[src/rtl/xcfd_pkg.sv]
// Shared types, constants and codes for the XOR checksum frame deframer.
package xcfd_pkg;

   localparam int MAX_PAYLOAD = 64;
   localparam int ADDR_W      = (MAX_PAYLOAD > 1) ? $clog2(MAX_PAYLOAD) : 1;
   localparam int COUNT_W     = $clog2(MAX_PAYLOAD + 1);

   localparam int BYTE_W   = 8;
   localparam int LIMIT_W  = 7;
   localparam int STATUS_W = 2;
   localparam int INDEX_W  = 6;
   localparam int CSR_IDX_W = 1;

   localparam logic [BYTE_W-1:0]  START_BYTE_RESET   = 8'hAA;
   localparam logic [LIMIT_W-1:0] LENGTH_LIMIT_RESET = 7'd64;

   localparam logic [CSR_IDX_W-1:0] CSR_START_BYTE   = 1'd0;
   localparam logic [CSR_IDX_W-1:0] CSR_LENGTH_LIMIT = 1'd1;

   localparam logic [STATUS_W-1:0] STATUS_OK     = 2'd0;
   localparam logic [STATUS_W-1:0] STATUS_CSUM   = 2'd1;
   localparam logic [STATUS_W-1:0] STATUS_LENGTH = 2'd2;

   typedef enum logic [2:0] {
      ST_HUNT,
      ST_TYPE,
      ST_LENGTH,
      ST_PAYLOAD,
      ST_CHECK,
      ST_REPLAY_READ,
      ST_REPLAY_EMIT
   } state_type;

   typedef enum logic [1:0] {
      RES_OK_BYTE,
      RES_OK_EMPTY,
      RES_CSUM,
      RES_LENGTH
   } result_kind_type;

   typedef struct packed {
      logic            clear;
      logic            load_type;
      logic            load_length;
      logic            store_byte;
      logic            replay_start;
      logic            replay_next;
      logic            out_load;
      result_kind_type out_kind;
   } ctrl_cmd_type;

   typedef struct packed {
      logic is_start;
      logic len_over;
      logic byte_zero;
      logic payload_done;
      logic csum_ok;
      logic frame_empty;
      logic replay_last;
      logic out_free;
   } dp_status_type;

endpackage

[src/rtl/xor_checksum_frame_deframer_unit.sv]
// Top level of the start/type/length/payload/XOR-checksum frame deframer.
//
// Input channel (req_): one received link byte per transaction, taken at a
// clock edge with req_valid high and req_stall low. Header and payload bytes
// are taken one per cycle while the result slot is free.
// Result channel (rsp_): one result per transaction, held in an output
// register until taken (rsp_valid high, rsp_stall low).
// A length-error, checksum-error or empty-frame result is loaded into the output
// register when the byte that causes it is taken. The payload of a good frame is
// replayed from the 64-entry payload buffer: each result takes a buffer read,
// then a load of the output register, and req_stall stays high through the whole
// replay, including any receiver stall.
// The replay pace is set by the single read port and its registered read data.
// A receiver stall holds the current result; while it is held, req_stall is
// high as well, so no byte is taken until that result leaves.
// Reset (synchronous, active high) returns the parser to hunting for the start
// byte, drops any pending result and restores start_byte = 0xAA and
// length_limit = 64. The buffer itself is not cleared; only entries written in
// the current frame are ever read. csr_ writes take effect at once, no wait.
module xor_checksum_frame_deframer_unit (
   input  logic                           clock,
   input  logic                           reset,
   input  logic                           csr_we,
   input  logic [xcfd_pkg::CSR_IDX_W-1:0] csr_index,
   input  logic [xcfd_pkg::BYTE_W-1:0]    csr_wdata,
   input  logic                           req_valid,
   output logic                           req_stall,
   input  logic [xcfd_pkg::BYTE_W-1:0]    req_byte_in,
   output logic                           rsp_valid,
   input  logic                           rsp_stall,
   output logic [xcfd_pkg::STATUS_W-1:0]  rsp_out_status,
   output logic [xcfd_pkg::BYTE_W-1:0]    rsp_out_type,
   output logic [xcfd_pkg::BYTE_W-1:0]    rsp_out_length,
   output logic [xcfd_pkg::BYTE_W-1:0]    rsp_out_byte,
   output logic [xcfd_pkg::INDEX_W-1:0]   rsp_out_index,
   output logic                           rsp_has_byte,
   output logic                           rsp_last_of_run
);

   // command and status between sequencer and datapath
   xcfd_pkg::ctrl_cmd_type  cmd;
   xcfd_pkg::dp_status_type status;

   xcfd_ctrl u_ctrl (
      .clock     (clock),
      .reset     (reset),
      .req_valid (req_valid),
      .req_stall (req_stall),
      .status    (status),
      .cmd       (cmd)
   );

   xcfd_dpath u_dpath (
      .clock           (clock),
      .reset           (reset),
      .csr_we          (csr_we),
      .csr_index       (csr_index),
      .csr_wdata       (csr_wdata),
      .req_byte_in     (req_byte_in),
      .rsp_stall       (rsp_stall),
      .cmd             (cmd),
      .status          (status),
      .rsp_valid       (rsp_valid),
      .rsp_out_status  (rsp_out_status),
      .rsp_out_type    (rsp_out_type),
      .rsp_out_length  (rsp_out_length),
      .rsp_out_byte    (rsp_out_byte),
      .rsp_out_index   (rsp_out_index),
      .rsp_has_byte    (rsp_has_byte),
      .rsp_last_of_run (rsp_last_of_run)
   );

endmodule

[src/rtl/xcfd_ram.sv]
// Generic single-write, single-read RAM with registered read data.
module xcfd_ram #(
   parameter int WIDTH = 8,
   parameter int DEPTH = 64
) (
   input  logic                                         clock,
   input  logic                                         wr_en,
   input  logic [((DEPTH > 1) ? $clog2(DEPTH) : 1)-1:0] wr_addr,
   input  logic [WIDTH-1:0]                             wr_data,
   input  logic [((DEPTH > 1) ? $clog2(DEPTH) : 1)-1:0] rd_addr,
   output logic [WIDTH-1:0]                             rd_data
);

   logic [WIDTH-1:0] mem_ff [DEPTH];
   logic [WIDTH-1:0] rd_data_ff;

   always_ff @(posedge clock) begin
      if (wr_en) begin
         mem_ff[wr_addr] <= wr_data;
      end
      rd_data_ff <= mem_ff[rd_addr];
   end

   assign rd_data = rd_data_ff;

endmodule

[src/rtl/xcfd_ctrl.sv]
// Frame parser state machine: sequences header, payload, check and replay.
module xcfd_ctrl (
   input  logic                   clock,
   input  logic                   reset,
   input  logic                   req_valid,
   output logic                   req_stall,
   input  xcfd_pkg::dp_status_type status,
   output xcfd_pkg::ctrl_cmd_type  cmd
);

   xcfd_pkg::state_type state_ff, state_in;
   logic                accept;

   always_ff @(posedge clock) begin
      if (reset) begin
         state_ff <= xcfd_pkg::ST_HUNT;
      end else begin
         state_ff <= state_in;
      end
   end

   // no new byte while replaying or while the result slot is blocked
   assign req_stall = (state_ff == xcfd_pkg::ST_REPLAY_READ) ||
                      (state_ff == xcfd_pkg::ST_REPLAY_EMIT) || !status.out_free;
   assign accept    = req_valid && !req_stall;

   always_comb begin
      state_in         = state_ff;
      cmd              = '0;
      cmd.out_kind     = xcfd_pkg::RES_OK_BYTE;
      unique case (state_ff)
         xcfd_pkg::ST_HUNT: begin
            if (accept && status.is_start) begin
               state_in = xcfd_pkg::ST_TYPE;
            end
         end
         xcfd_pkg::ST_TYPE: begin
            if (accept) begin
               cmd.load_type = 1'b1;
               state_in      = xcfd_pkg::ST_LENGTH;
            end
         end
         xcfd_pkg::ST_LENGTH: begin
            if (accept) begin
               if (status.len_over) begin
                  cmd.out_load = 1'b1;
                  cmd.out_kind = xcfd_pkg::RES_LENGTH;
                  cmd.clear    = 1'b1;
                  state_in     = xcfd_pkg::ST_HUNT;
               end else begin
                  cmd.load_length = 1'b1;
                  state_in = status.byte_zero ? xcfd_pkg::ST_CHECK : xcfd_pkg::ST_PAYLOAD;
               end
            end
         end
         xcfd_pkg::ST_PAYLOAD: begin
            if (accept) begin
               cmd.store_byte = 1'b1;
               if (status.payload_done) begin
                  state_in = xcfd_pkg::ST_CHECK;
               end
            end
         end
         xcfd_pkg::ST_CHECK: begin
            if (accept) begin
               priority if (!status.csum_ok) begin
                  cmd.out_load = 1'b1;
                  cmd.out_kind = xcfd_pkg::RES_CSUM;
                  cmd.clear    = 1'b1;
                  state_in     = xcfd_pkg::ST_HUNT;
               end else if (status.frame_empty) begin
                  cmd.out_load = 1'b1;
                  cmd.out_kind = xcfd_pkg::RES_OK_EMPTY;
                  cmd.clear    = 1'b1;
                  state_in     = xcfd_pkg::ST_HUNT;
               end else begin
                  cmd.replay_start = 1'b1;
                  state_in         = xcfd_pkg::ST_REPLAY_READ;
               end
            end
         end
         xcfd_pkg::ST_REPLAY_READ: begin
            state_in = xcfd_pkg::ST_REPLAY_EMIT;
         end
         xcfd_pkg::ST_REPLAY_EMIT: begin
            if (status.out_free) begin
               cmd.out_load    = 1'b1;
               cmd.out_kind    = xcfd_pkg::RES_OK_BYTE;
               cmd.replay_next = 1'b1;
               if (status.replay_last) begin
                  cmd.clear = 1'b1;
                  state_in  = xcfd_pkg::ST_HUNT;
               end else begin
                  state_in = xcfd_pkg::ST_REPLAY_READ;
               end
            end
         end
         default: begin
            state_in = xcfd_pkg::ST_HUNT;
         end
      endcase
   end

`ifndef SYNTH
   a_load_into_free_slot: assert property (@(posedge clock) disable iff (reset)
      cmd.out_load |-> status.out_free)
      else $error("result loaded while output slot occupied and stalled");

   a_read_then_emit: assert property (@(posedge clock) disable iff (reset)
      (state_ff == xcfd_pkg::ST_REPLAY_READ) |=> (state_ff == xcfd_pkg::ST_REPLAY_EMIT))
      else $error("replay read not followed by emit");

   a_replay_on_good_frame: assert property (@(posedge clock) disable iff (reset)
      cmd.replay_start |-> (status.csum_ok && !status.frame_empty))
      else $error("replay started without matching checksum");
`endif

endmodule

[src/rtl/xcfd_dpath.sv]
// Datapath: config registers, frame registers, running XOR, buffer, result register.
module xcfd_dpath (
   input  logic                                   clock,
   input  logic                                   reset,
   input  logic                                   csr_we,
   input  logic [xcfd_pkg::CSR_IDX_W-1:0]         csr_index,
   input  logic [xcfd_pkg::BYTE_W-1:0]            csr_wdata,
   input  logic [xcfd_pkg::BYTE_W-1:0]            req_byte_in,
   input  logic                                   rsp_stall,
   input  xcfd_pkg::ctrl_cmd_type                  cmd,
   output xcfd_pkg::dp_status_type                 status,
   output logic                                   rsp_valid,
   output logic [xcfd_pkg::STATUS_W-1:0]          rsp_out_status,
   output logic [xcfd_pkg::BYTE_W-1:0]            rsp_out_type,
   output logic [xcfd_pkg::BYTE_W-1:0]            rsp_out_length,
   output logic [xcfd_pkg::BYTE_W-1:0]            rsp_out_byte,
   output logic [xcfd_pkg::INDEX_W-1:0]           rsp_out_index,
   output logic                                   rsp_has_byte,
   output logic                                   rsp_last_of_run
);

   logic [xcfd_pkg::BYTE_W-1:0]  start_byte_ff;
   logic [xcfd_pkg::LIMIT_W-1:0] length_limit_ff;
   logic [xcfd_pkg::BYTE_W-1:0]  frame_type_ff;
   logic [xcfd_pkg::COUNT_W-1:0] frame_length_ff;
   logic [xcfd_pkg::COUNT_W-1:0] byte_count_ff;
   logic [xcfd_pkg::BYTE_W-1:0]  running_xor_ff;
   logic [xcfd_pkg::COUNT_W-1:0] replay_idx_ff;

   logic                          out_valid_ff;
   logic [xcfd_pkg::STATUS_W-1:0] out_status_ff, out_status_in;
   logic [xcfd_pkg::BYTE_W-1:0]   out_type_ff;
   logic [xcfd_pkg::BYTE_W-1:0]   out_length_ff, out_length_in;
   logic [xcfd_pkg::BYTE_W-1:0]   out_byte_ff, out_byte_in;
   logic [xcfd_pkg::INDEX_W-1:0]  out_index_ff, out_index_in;
   logic                          has_byte_ff, has_byte_in;
   logic                          last_ff, last_in;

   logic [xcfd_pkg::BYTE_W-1:0]  eff_limit;
   logic [xcfd_pkg::BYTE_W-1:0]  limit_ext;
   logic [xcfd_pkg::BYTE_W-1:0]  max_ext;
   logic [xcfd_pkg::COUNT_W:0]   count_next;
   logic [xcfd_pkg::COUNT_W:0]   idx_next;
   logic [xcfd_pkg::BYTE_W-1:0]  ram_rd_data;

   // effective limit never exceeds the buffer depth
   assign limit_ext  = xcfd_pkg::BYTE_W'(length_limit_ff);
   assign max_ext    = xcfd_pkg::BYTE_W'(xcfd_pkg::MAX_PAYLOAD);
   assign eff_limit  = (limit_ext > max_ext) ? max_ext : limit_ext;
   assign count_next = (xcfd_pkg::COUNT_W + 1)'(byte_count_ff) + 1'b1;
   assign idx_next   = (xcfd_pkg::COUNT_W + 1)'(replay_idx_ff) + 1'b1;

   always_comb begin
      status.is_start     = (req_byte_in == start_byte_ff);
      status.len_over     = (req_byte_in > eff_limit);
      status.byte_zero    = (req_byte_in == '0);
      status.payload_done = (count_next >= (xcfd_pkg::COUNT_W + 1)'(frame_length_ff));
      status.csum_ok      = (running_xor_ff == req_byte_in);
      status.frame_empty  = (frame_length_ff == '0);
      status.replay_last  = (idx_next == (xcfd_pkg::COUNT_W + 1)'(frame_length_ff));
      status.out_free     = !out_valid_ff || !rsp_stall;
   end

   always_ff @(posedge clock) begin
      if (reset) begin
         start_byte_ff   <= xcfd_pkg::START_BYTE_RESET;
         length_limit_ff <= xcfd_pkg::LENGTH_LIMIT_RESET;
      end else if (csr_we) begin
         unique case (csr_index)
            xcfd_pkg::CSR_START_BYTE:   start_byte_ff   <= csr_wdata;
            xcfd_pkg::CSR_LENGTH_LIMIT: length_limit_ff <= csr_wdata[xcfd_pkg::LIMIT_W-1:0];
            default: ;
         endcase
      end
   end

   always_ff @(posedge clock) begin
      if (reset || cmd.clear) begin
         frame_type_ff   <= '0;
         frame_length_ff <= '0;
         byte_count_ff   <= '0;
         running_xor_ff  <= '0;
      end else begin
         if (cmd.load_type) begin
            frame_type_ff  <= req_byte_in;
            running_xor_ff <= req_byte_in;
         end
         if (cmd.load_length) begin
            frame_length_ff <= xcfd_pkg::COUNT_W'(req_byte_in);
            byte_count_ff   <= '0;
            running_xor_ff  <= running_xor_ff ^ req_byte_in;
         end
         if (cmd.store_byte) begin
            byte_count_ff  <= count_next[xcfd_pkg::COUNT_W-1:0];
            running_xor_ff <= running_xor_ff ^ req_byte_in;
         end
      end
   end

   always_ff @(posedge clock) begin
      if (reset) begin
         replay_idx_ff <= '0;
      end else if (cmd.replay_start) begin
         replay_idx_ff <= '0;
      end else if (cmd.replay_next) begin
         replay_idx_ff <= idx_next[xcfd_pkg::COUNT_W-1:0];
      end
   end

   xcfd_ram #(
      .WIDTH (xcfd_pkg::BYTE_W),
      .DEPTH (xcfd_pkg::MAX_PAYLOAD)
   ) u_buf (
      .clock   (clock),
      .wr_en   (cmd.store_byte),
      .wr_addr (byte_count_ff[xcfd_pkg::ADDR_W-1:0]),
      .wr_data (req_byte_in),
      .rd_addr (replay_idx_ff[xcfd_pkg::ADDR_W-1:0]),
      .rd_data (ram_rd_data)
   );

   always_comb begin
      out_status_in = xcfd_pkg::STATUS_OK;
      out_length_in = xcfd_pkg::BYTE_W'(frame_length_ff);
      out_byte_in   = '0;
      out_index_in  = '0;
      has_byte_in   = 1'b0;
      last_in       = 1'b1;
      unique case (cmd.out_kind)
         xcfd_pkg::RES_OK_BYTE: begin
            out_byte_in  = ram_rd_data;
            out_index_in = xcfd_pkg::INDEX_W'(replay_idx_ff);
            has_byte_in  = 1'b1;
            last_in      = status.replay_last;
         end
         xcfd_pkg::RES_OK_EMPTY: begin
            out_status_in = xcfd_pkg::STATUS_OK;
         end
         xcfd_pkg::RES_CSUM: begin
            out_status_in = xcfd_pkg::STATUS_CSUM;
         end
         xcfd_pkg::RES_LENGTH: begin
            out_status_in = xcfd_pkg::STATUS_LENGTH;
            out_length_in = req_byte_in;
         end
         default: ;
      endcase
   end

   always_ff @(posedge clock) begin
      if (reset) begin
         out_valid_ff <= 1'b0;
      end else if (cmd.out_load) begin
         out_valid_ff <= 1'b1;
      end else if (!rsp_stall) begin
         out_valid_ff <= 1'b0;
      end
   end

   always_ff @(posedge clock) begin
      if (cmd.out_load) begin
         out_status_ff <= out_status_in;
         out_type_ff   <= frame_type_ff;
         out_length_ff <= out_length_in;
         out_byte_ff   <= out_byte_in;
         out_index_ff  <= out_index_in;
         has_byte_ff   <= has_byte_in;
         last_ff       <= last_in;
      end
   end

   assign rsp_valid       = out_valid_ff;
   assign rsp_out_status  = out_status_ff;
   assign rsp_out_type    = out_type_ff;
   assign rsp_out_length  = out_length_ff;
   assign rsp_out_byte    = out_byte_ff;
   assign rsp_out_index   = out_index_ff;
   assign rsp_has_byte    = has_byte_ff;
   assign rsp_last_of_run = last_ff;

`ifndef SYNTH
   a_store_in_range: assert property (@(posedge clock) disable iff (reset)
      cmd.store_byte |-> (count_next <= (xcfd_pkg::COUNT_W + 1)'(frame_length_ff)))
      else $error("payload write beyond frame length");
`endif

endmodule
[config.mk]
export PLATFORM = sky130hd
export DESIGN_NAME = xor_checksum_frame_deframer_unit
export DESIGN_NICKNAME = d
export VERILOG_FILES = /design/src/rtl/xcfd_pkg.sv /design/src/rtl/xor_checksum_frame_deframer_unit.sv /design/src/rtl/xcfd_ram.sv /design/src/rtl/xcfd_ctrl.sv /design/src/rtl/xcfd_dpath.sv
export SDC_FILE = /design/constraint.sdc
export NUM_CORES = 1
export LEC_CHECK = 0
export BUFFER_PORTS_ARGS = -buffer_cell sky130_fd_sc_hd__buf_2
export CORE_MARGIN = 1.5
export CORE_UTILIZATION = 30
export DETAILED_ROUTE_END_ITERATION = 10
export SYNTH_ARGS = -nofsm -noshare
export SYNTH_HDL_FRONTEND = slang
export SYNTH_SLANG_ARGS = --single-unit
export TNS_END_PERCENT = 1
[constraint.sdc]
create_clock -name clock -period 3.2 [get_ports clock]
set_clock_uncertainty 0.15 [all_clocks]
set_input_delay 0.64 -clock clock [delete_from_list [all_inputs] [get_ports clock]]
set_output_delay 0.64 -clock clock [all_outputs]
set_load 0.005 [all_outputs]
==> flow_summary.json <==
{
  "outcome": "completed",
  "nets": 1549,
  "post-route-period-util_pct": 91.56,
  "drc": 0,
  "final_max_slew_viol_count": 0,
  "drive_gt1_share_pct": 30.54,
  "seqPwrFrac_pct": 53.3,
  "p_leak_uw": 0.009126,
  "ys_seq_area_share_pct": 72.29,
  "rows": 104,
  "antenna_found_initial": 5,
  "crit_path_end_kind": "flip-flop",
  "dpl_cell_area_um2": 26870,
  "cts_root_buf": "clkbuf_16",
  "critPathLaunchType": "flip-flop",
  "dieWidth_um": 288.5,
  "grt_max_degree": 74,
  "cts_buffer_depth": 3,
  "vias_per_cell": 4.882,
  "hold_violations": 0,
  "drt-wirelength-per-cell_um": 22.49,
  "cap_violations": 0,
  "setup-violations-final": 0,
  "syn_area_per_cell_um2": 18.30,
  "drt-total-wl_um": 58990,
  "yosys_warnings": 0,
  "yosys.area.top_type_share_pct": 67.05,
  "rsz0062_at_grt": "no",
  "die_h_um": 288.5,
  "drt_iter0_drc": 1320,
  "synth_top_area_cell": "edfxtp_1",
  "core-area_um2": 80550,
  "synthFlopType": "edfxtp_1",
  "portBuffers": 57,
  "grt_use_total_pct": 14.23,
  "netlist_instances": 1336,
  "worstHoldPathType": "in2reg",
  "vias": 12810,
  "synth_edf_count": 546,
  "clk_pin_slew_ns": 0.06,
  "slew_headroom_pct": 57.27,
  "worstSetupPathType": "reg2reg",
  "synth_area_leaders": "edfxtp_1 (67%), mux4_2 (15%), dfxtp_1 (5.2%)",
  "setup_tns_ns": 0,
  "async_flop_share_pct": 0,
  "final_area_um2": 28980,
  "final_util_pct": 35.97,
  "pwr_density_cell_nw_per_um2": 561.1,
  "yosys_register_bits": 610,
  "die_area_um2": 83230,
  "cts.htree.levels": 2,
  "start_util_pct": 30.36,
  "worstPathArrival_ns": 3.35,
  "numCtsBuffers": 61,
  "first_pass_iters": 5,
  "tightest_slew_ns": 0.6409,
  "switching_share_pct": 19.95,
  "grt_pass1_wl_um": 86850,
  "p_clk_share_pct": 45.0,
  "cts.sinks": 610,
  "synthesis.nets": 1374,
  "gp_congestion": 0.8709,
  "switchingPower_uw": 3243,
  "ir_drop_mv": 0.4235,
  "cts_tree": "done",
  "syn_to_final_growth_pct": 18.50,
  "dp_hpwl_um": 39040,
  "combPwrFrac_pct": 1.7,
  "intPower_uw": 13020,
  "critPathMaxFanout": 7,
  "cts_hold_buf": 0,
  "critPathRequiredTime_ns": 3.62,
  "yosysUniqueCellTypes": 53,
  "grt_pass1_vias": 13130,
  "post-route-min-period_ns": 2.930,
  "grt-ovfl-total": 0,
  "ant_nets": 0,
  "synth_area_um2": 24450,
  "fmax_mhz": 341.3,
  "io_pins": 58,
  "clk_latency_ns": 0.63
}
## critical path: stages (launching register included)
cell       delay (ns)
dfxtp_1          0.44
ha_1             0.21
nand3_1          0.09
xnor2_1          0.23
ha_1             0.29
a21o_1           0.17
a21o_1           0.17
a2111oi_0        0.42
o21ai_1          0.21
buf_4            0.18
o211ai_1         0.10
a32o_1           0.21
## cell usage after synthesis, types with 2 or more instances
master and instances:
mux2i_1 8, and3_1 4, mux4_2 160, nor2b_1 8
buf_6 2, buf_4 3, nand2b_1 4, nand3_1 22
buf_1 8, buf_2 33, clkbuf_1 34, dfxtp_1 64
a211oi_2 2, nand2_1 85, xnor2_1 28, a211oi_1 3
nand4_1 8, or4_1 3, nand3b_1 3, xor2_1 9
o2111ai_1 2, o211ai_1 3, a31oi_1 7, edfxtp_1 546
o22ai_1 22, and2_1 22, nor4_1 3, nor2_1 109
a21oi_1 42, inv_1 11, or3_1 9, o21ai_0 11
a21o_1 9, ha_1 16, nor3_1 5, nor4_2 7
or2_2 5
## kinds of logic after synthesis
kind of cell | after synthesis | synth area share (%)
compound gates | 111 | 2.860
xor+xnor | 37 | 1.325
fa+ha+maj | 16 | 0.8187
buf+inv | 91 | 1.673
flops | 610 | 72.29
mux | 169 | 15.11
simple gates | 302 | 5.920
## sequential cells by signal, summed over array words and instances (netlist names), 2 cells and up
register	flops
u_dpath.running_xor_ff	8
u_dpath.frame_type_ff	8
u_dpath.u_buf.mem_ff	512
u_dpath.frame_length_ff	7
u_dpath.rsp_out_length	8
u_ctrl.state_ff	3
u_dpath.rsp_out_byte	8
u_dpath.byte_count_ff	7
u_dpath.rsp_out_index	6
u_dpath.u_buf.rd_data	8
u_dpath.length_limit_ff	7
u_dpath.rsp_out_status	2
u_dpath.start_byte_ff	8
u_dpath.rsp_out_type	8
u_dpath.replay_idx_ff	7
## layout make-up
cell class,instances,area [µm²]
multi-input combinational,635,6369
tap,1060,1326
clock inverter,38,369.1
inverter,11,41.29
timing repair buffer,192,1461
fill,7410,51570
clock buffer,76,1718
antenna,1,2.502
sequential,610,17690
## power groups by stage
stage               sequential [µW]  combinational (µW)  clock [µW]
detailed placement             8840                 275           0
floorplan                      8840                82.8           0
CTS                            8670                 275        7480
finish                         8670                 271        7320
global placement               8840                 262           0
global route                   8660                 293        7770
## stage by stage
step	std cells	setup WS [ns]	hold WS [ns]	power, µW
2_1_floorplan	1336	0.01208	0.2581	8923
3_3_place_gp	2506	0.1124	0.2741	9100
3_5_place_dp	2506	0.1670	0.2773	9113
4_1_cts	2620	0.1340	0.09075	16420
5_1_grt	2622	0.01877	0.1075	16720
6_report	2623	0.2700	0.1133	16260
## per-layer routing
layer | GRT usage [%] | share of wire [%] | routed length, µm
met1 | 18.14 | 41 | 24220
met2 | 24.00 | 49 | 29130
met3 | 3.065 | 6.7 | 3963
met4 | 4.882 | 2.8 | 1654
met5 | 0 | 0.019 | 11
## cell usage in the layout, fill, tap and decap left out, types with 16 or more instances in the layout
cell	n
edfxtp_1	546
mux4_2	160
buf_4	122
nor2_1	109
nand2_1	84
clkbuf_16	65
dfxtp_1	60
buf_2	57
a21oi_1	42
xnor2_1	28
o22ai_1	22
nand3_1	22
and2_1	22
ha_1	16
## repair_timing
action	4_1_cts	5_1_grt
resized for setup	0	2
setup endpoints to repair	0	2
buffers inserted	0	2
## path summary, 6_finish.rpt
check,from,end,slack (ns),depth (start not counted)
worst max-delay path,u_dpath.byte_count_ff[1]$_SDFFE_PP0P_,u_ctrl.state_ff[1]$_SDFFE_PP0P_,0.27,11
worst min-delay path,csr_wdata[7],u_dpath.start_byte_ff[7]$_SDFFE_PP1P_,0.11,3
worst max register to register,u_dpath.byte_count_ff[1]$_SDFFE_PP0P_,u_ctrl.state_ff[1]$_SDFFE_PP0P_,0.27,11
worst min register to register,u_dpath.frame_type_ff[0]$_SDFFE_PP0P_,u_dpath.rsp_out_type[0]$_DFFE_PP_,0.29,0
(Power assumes the default switching activity.)
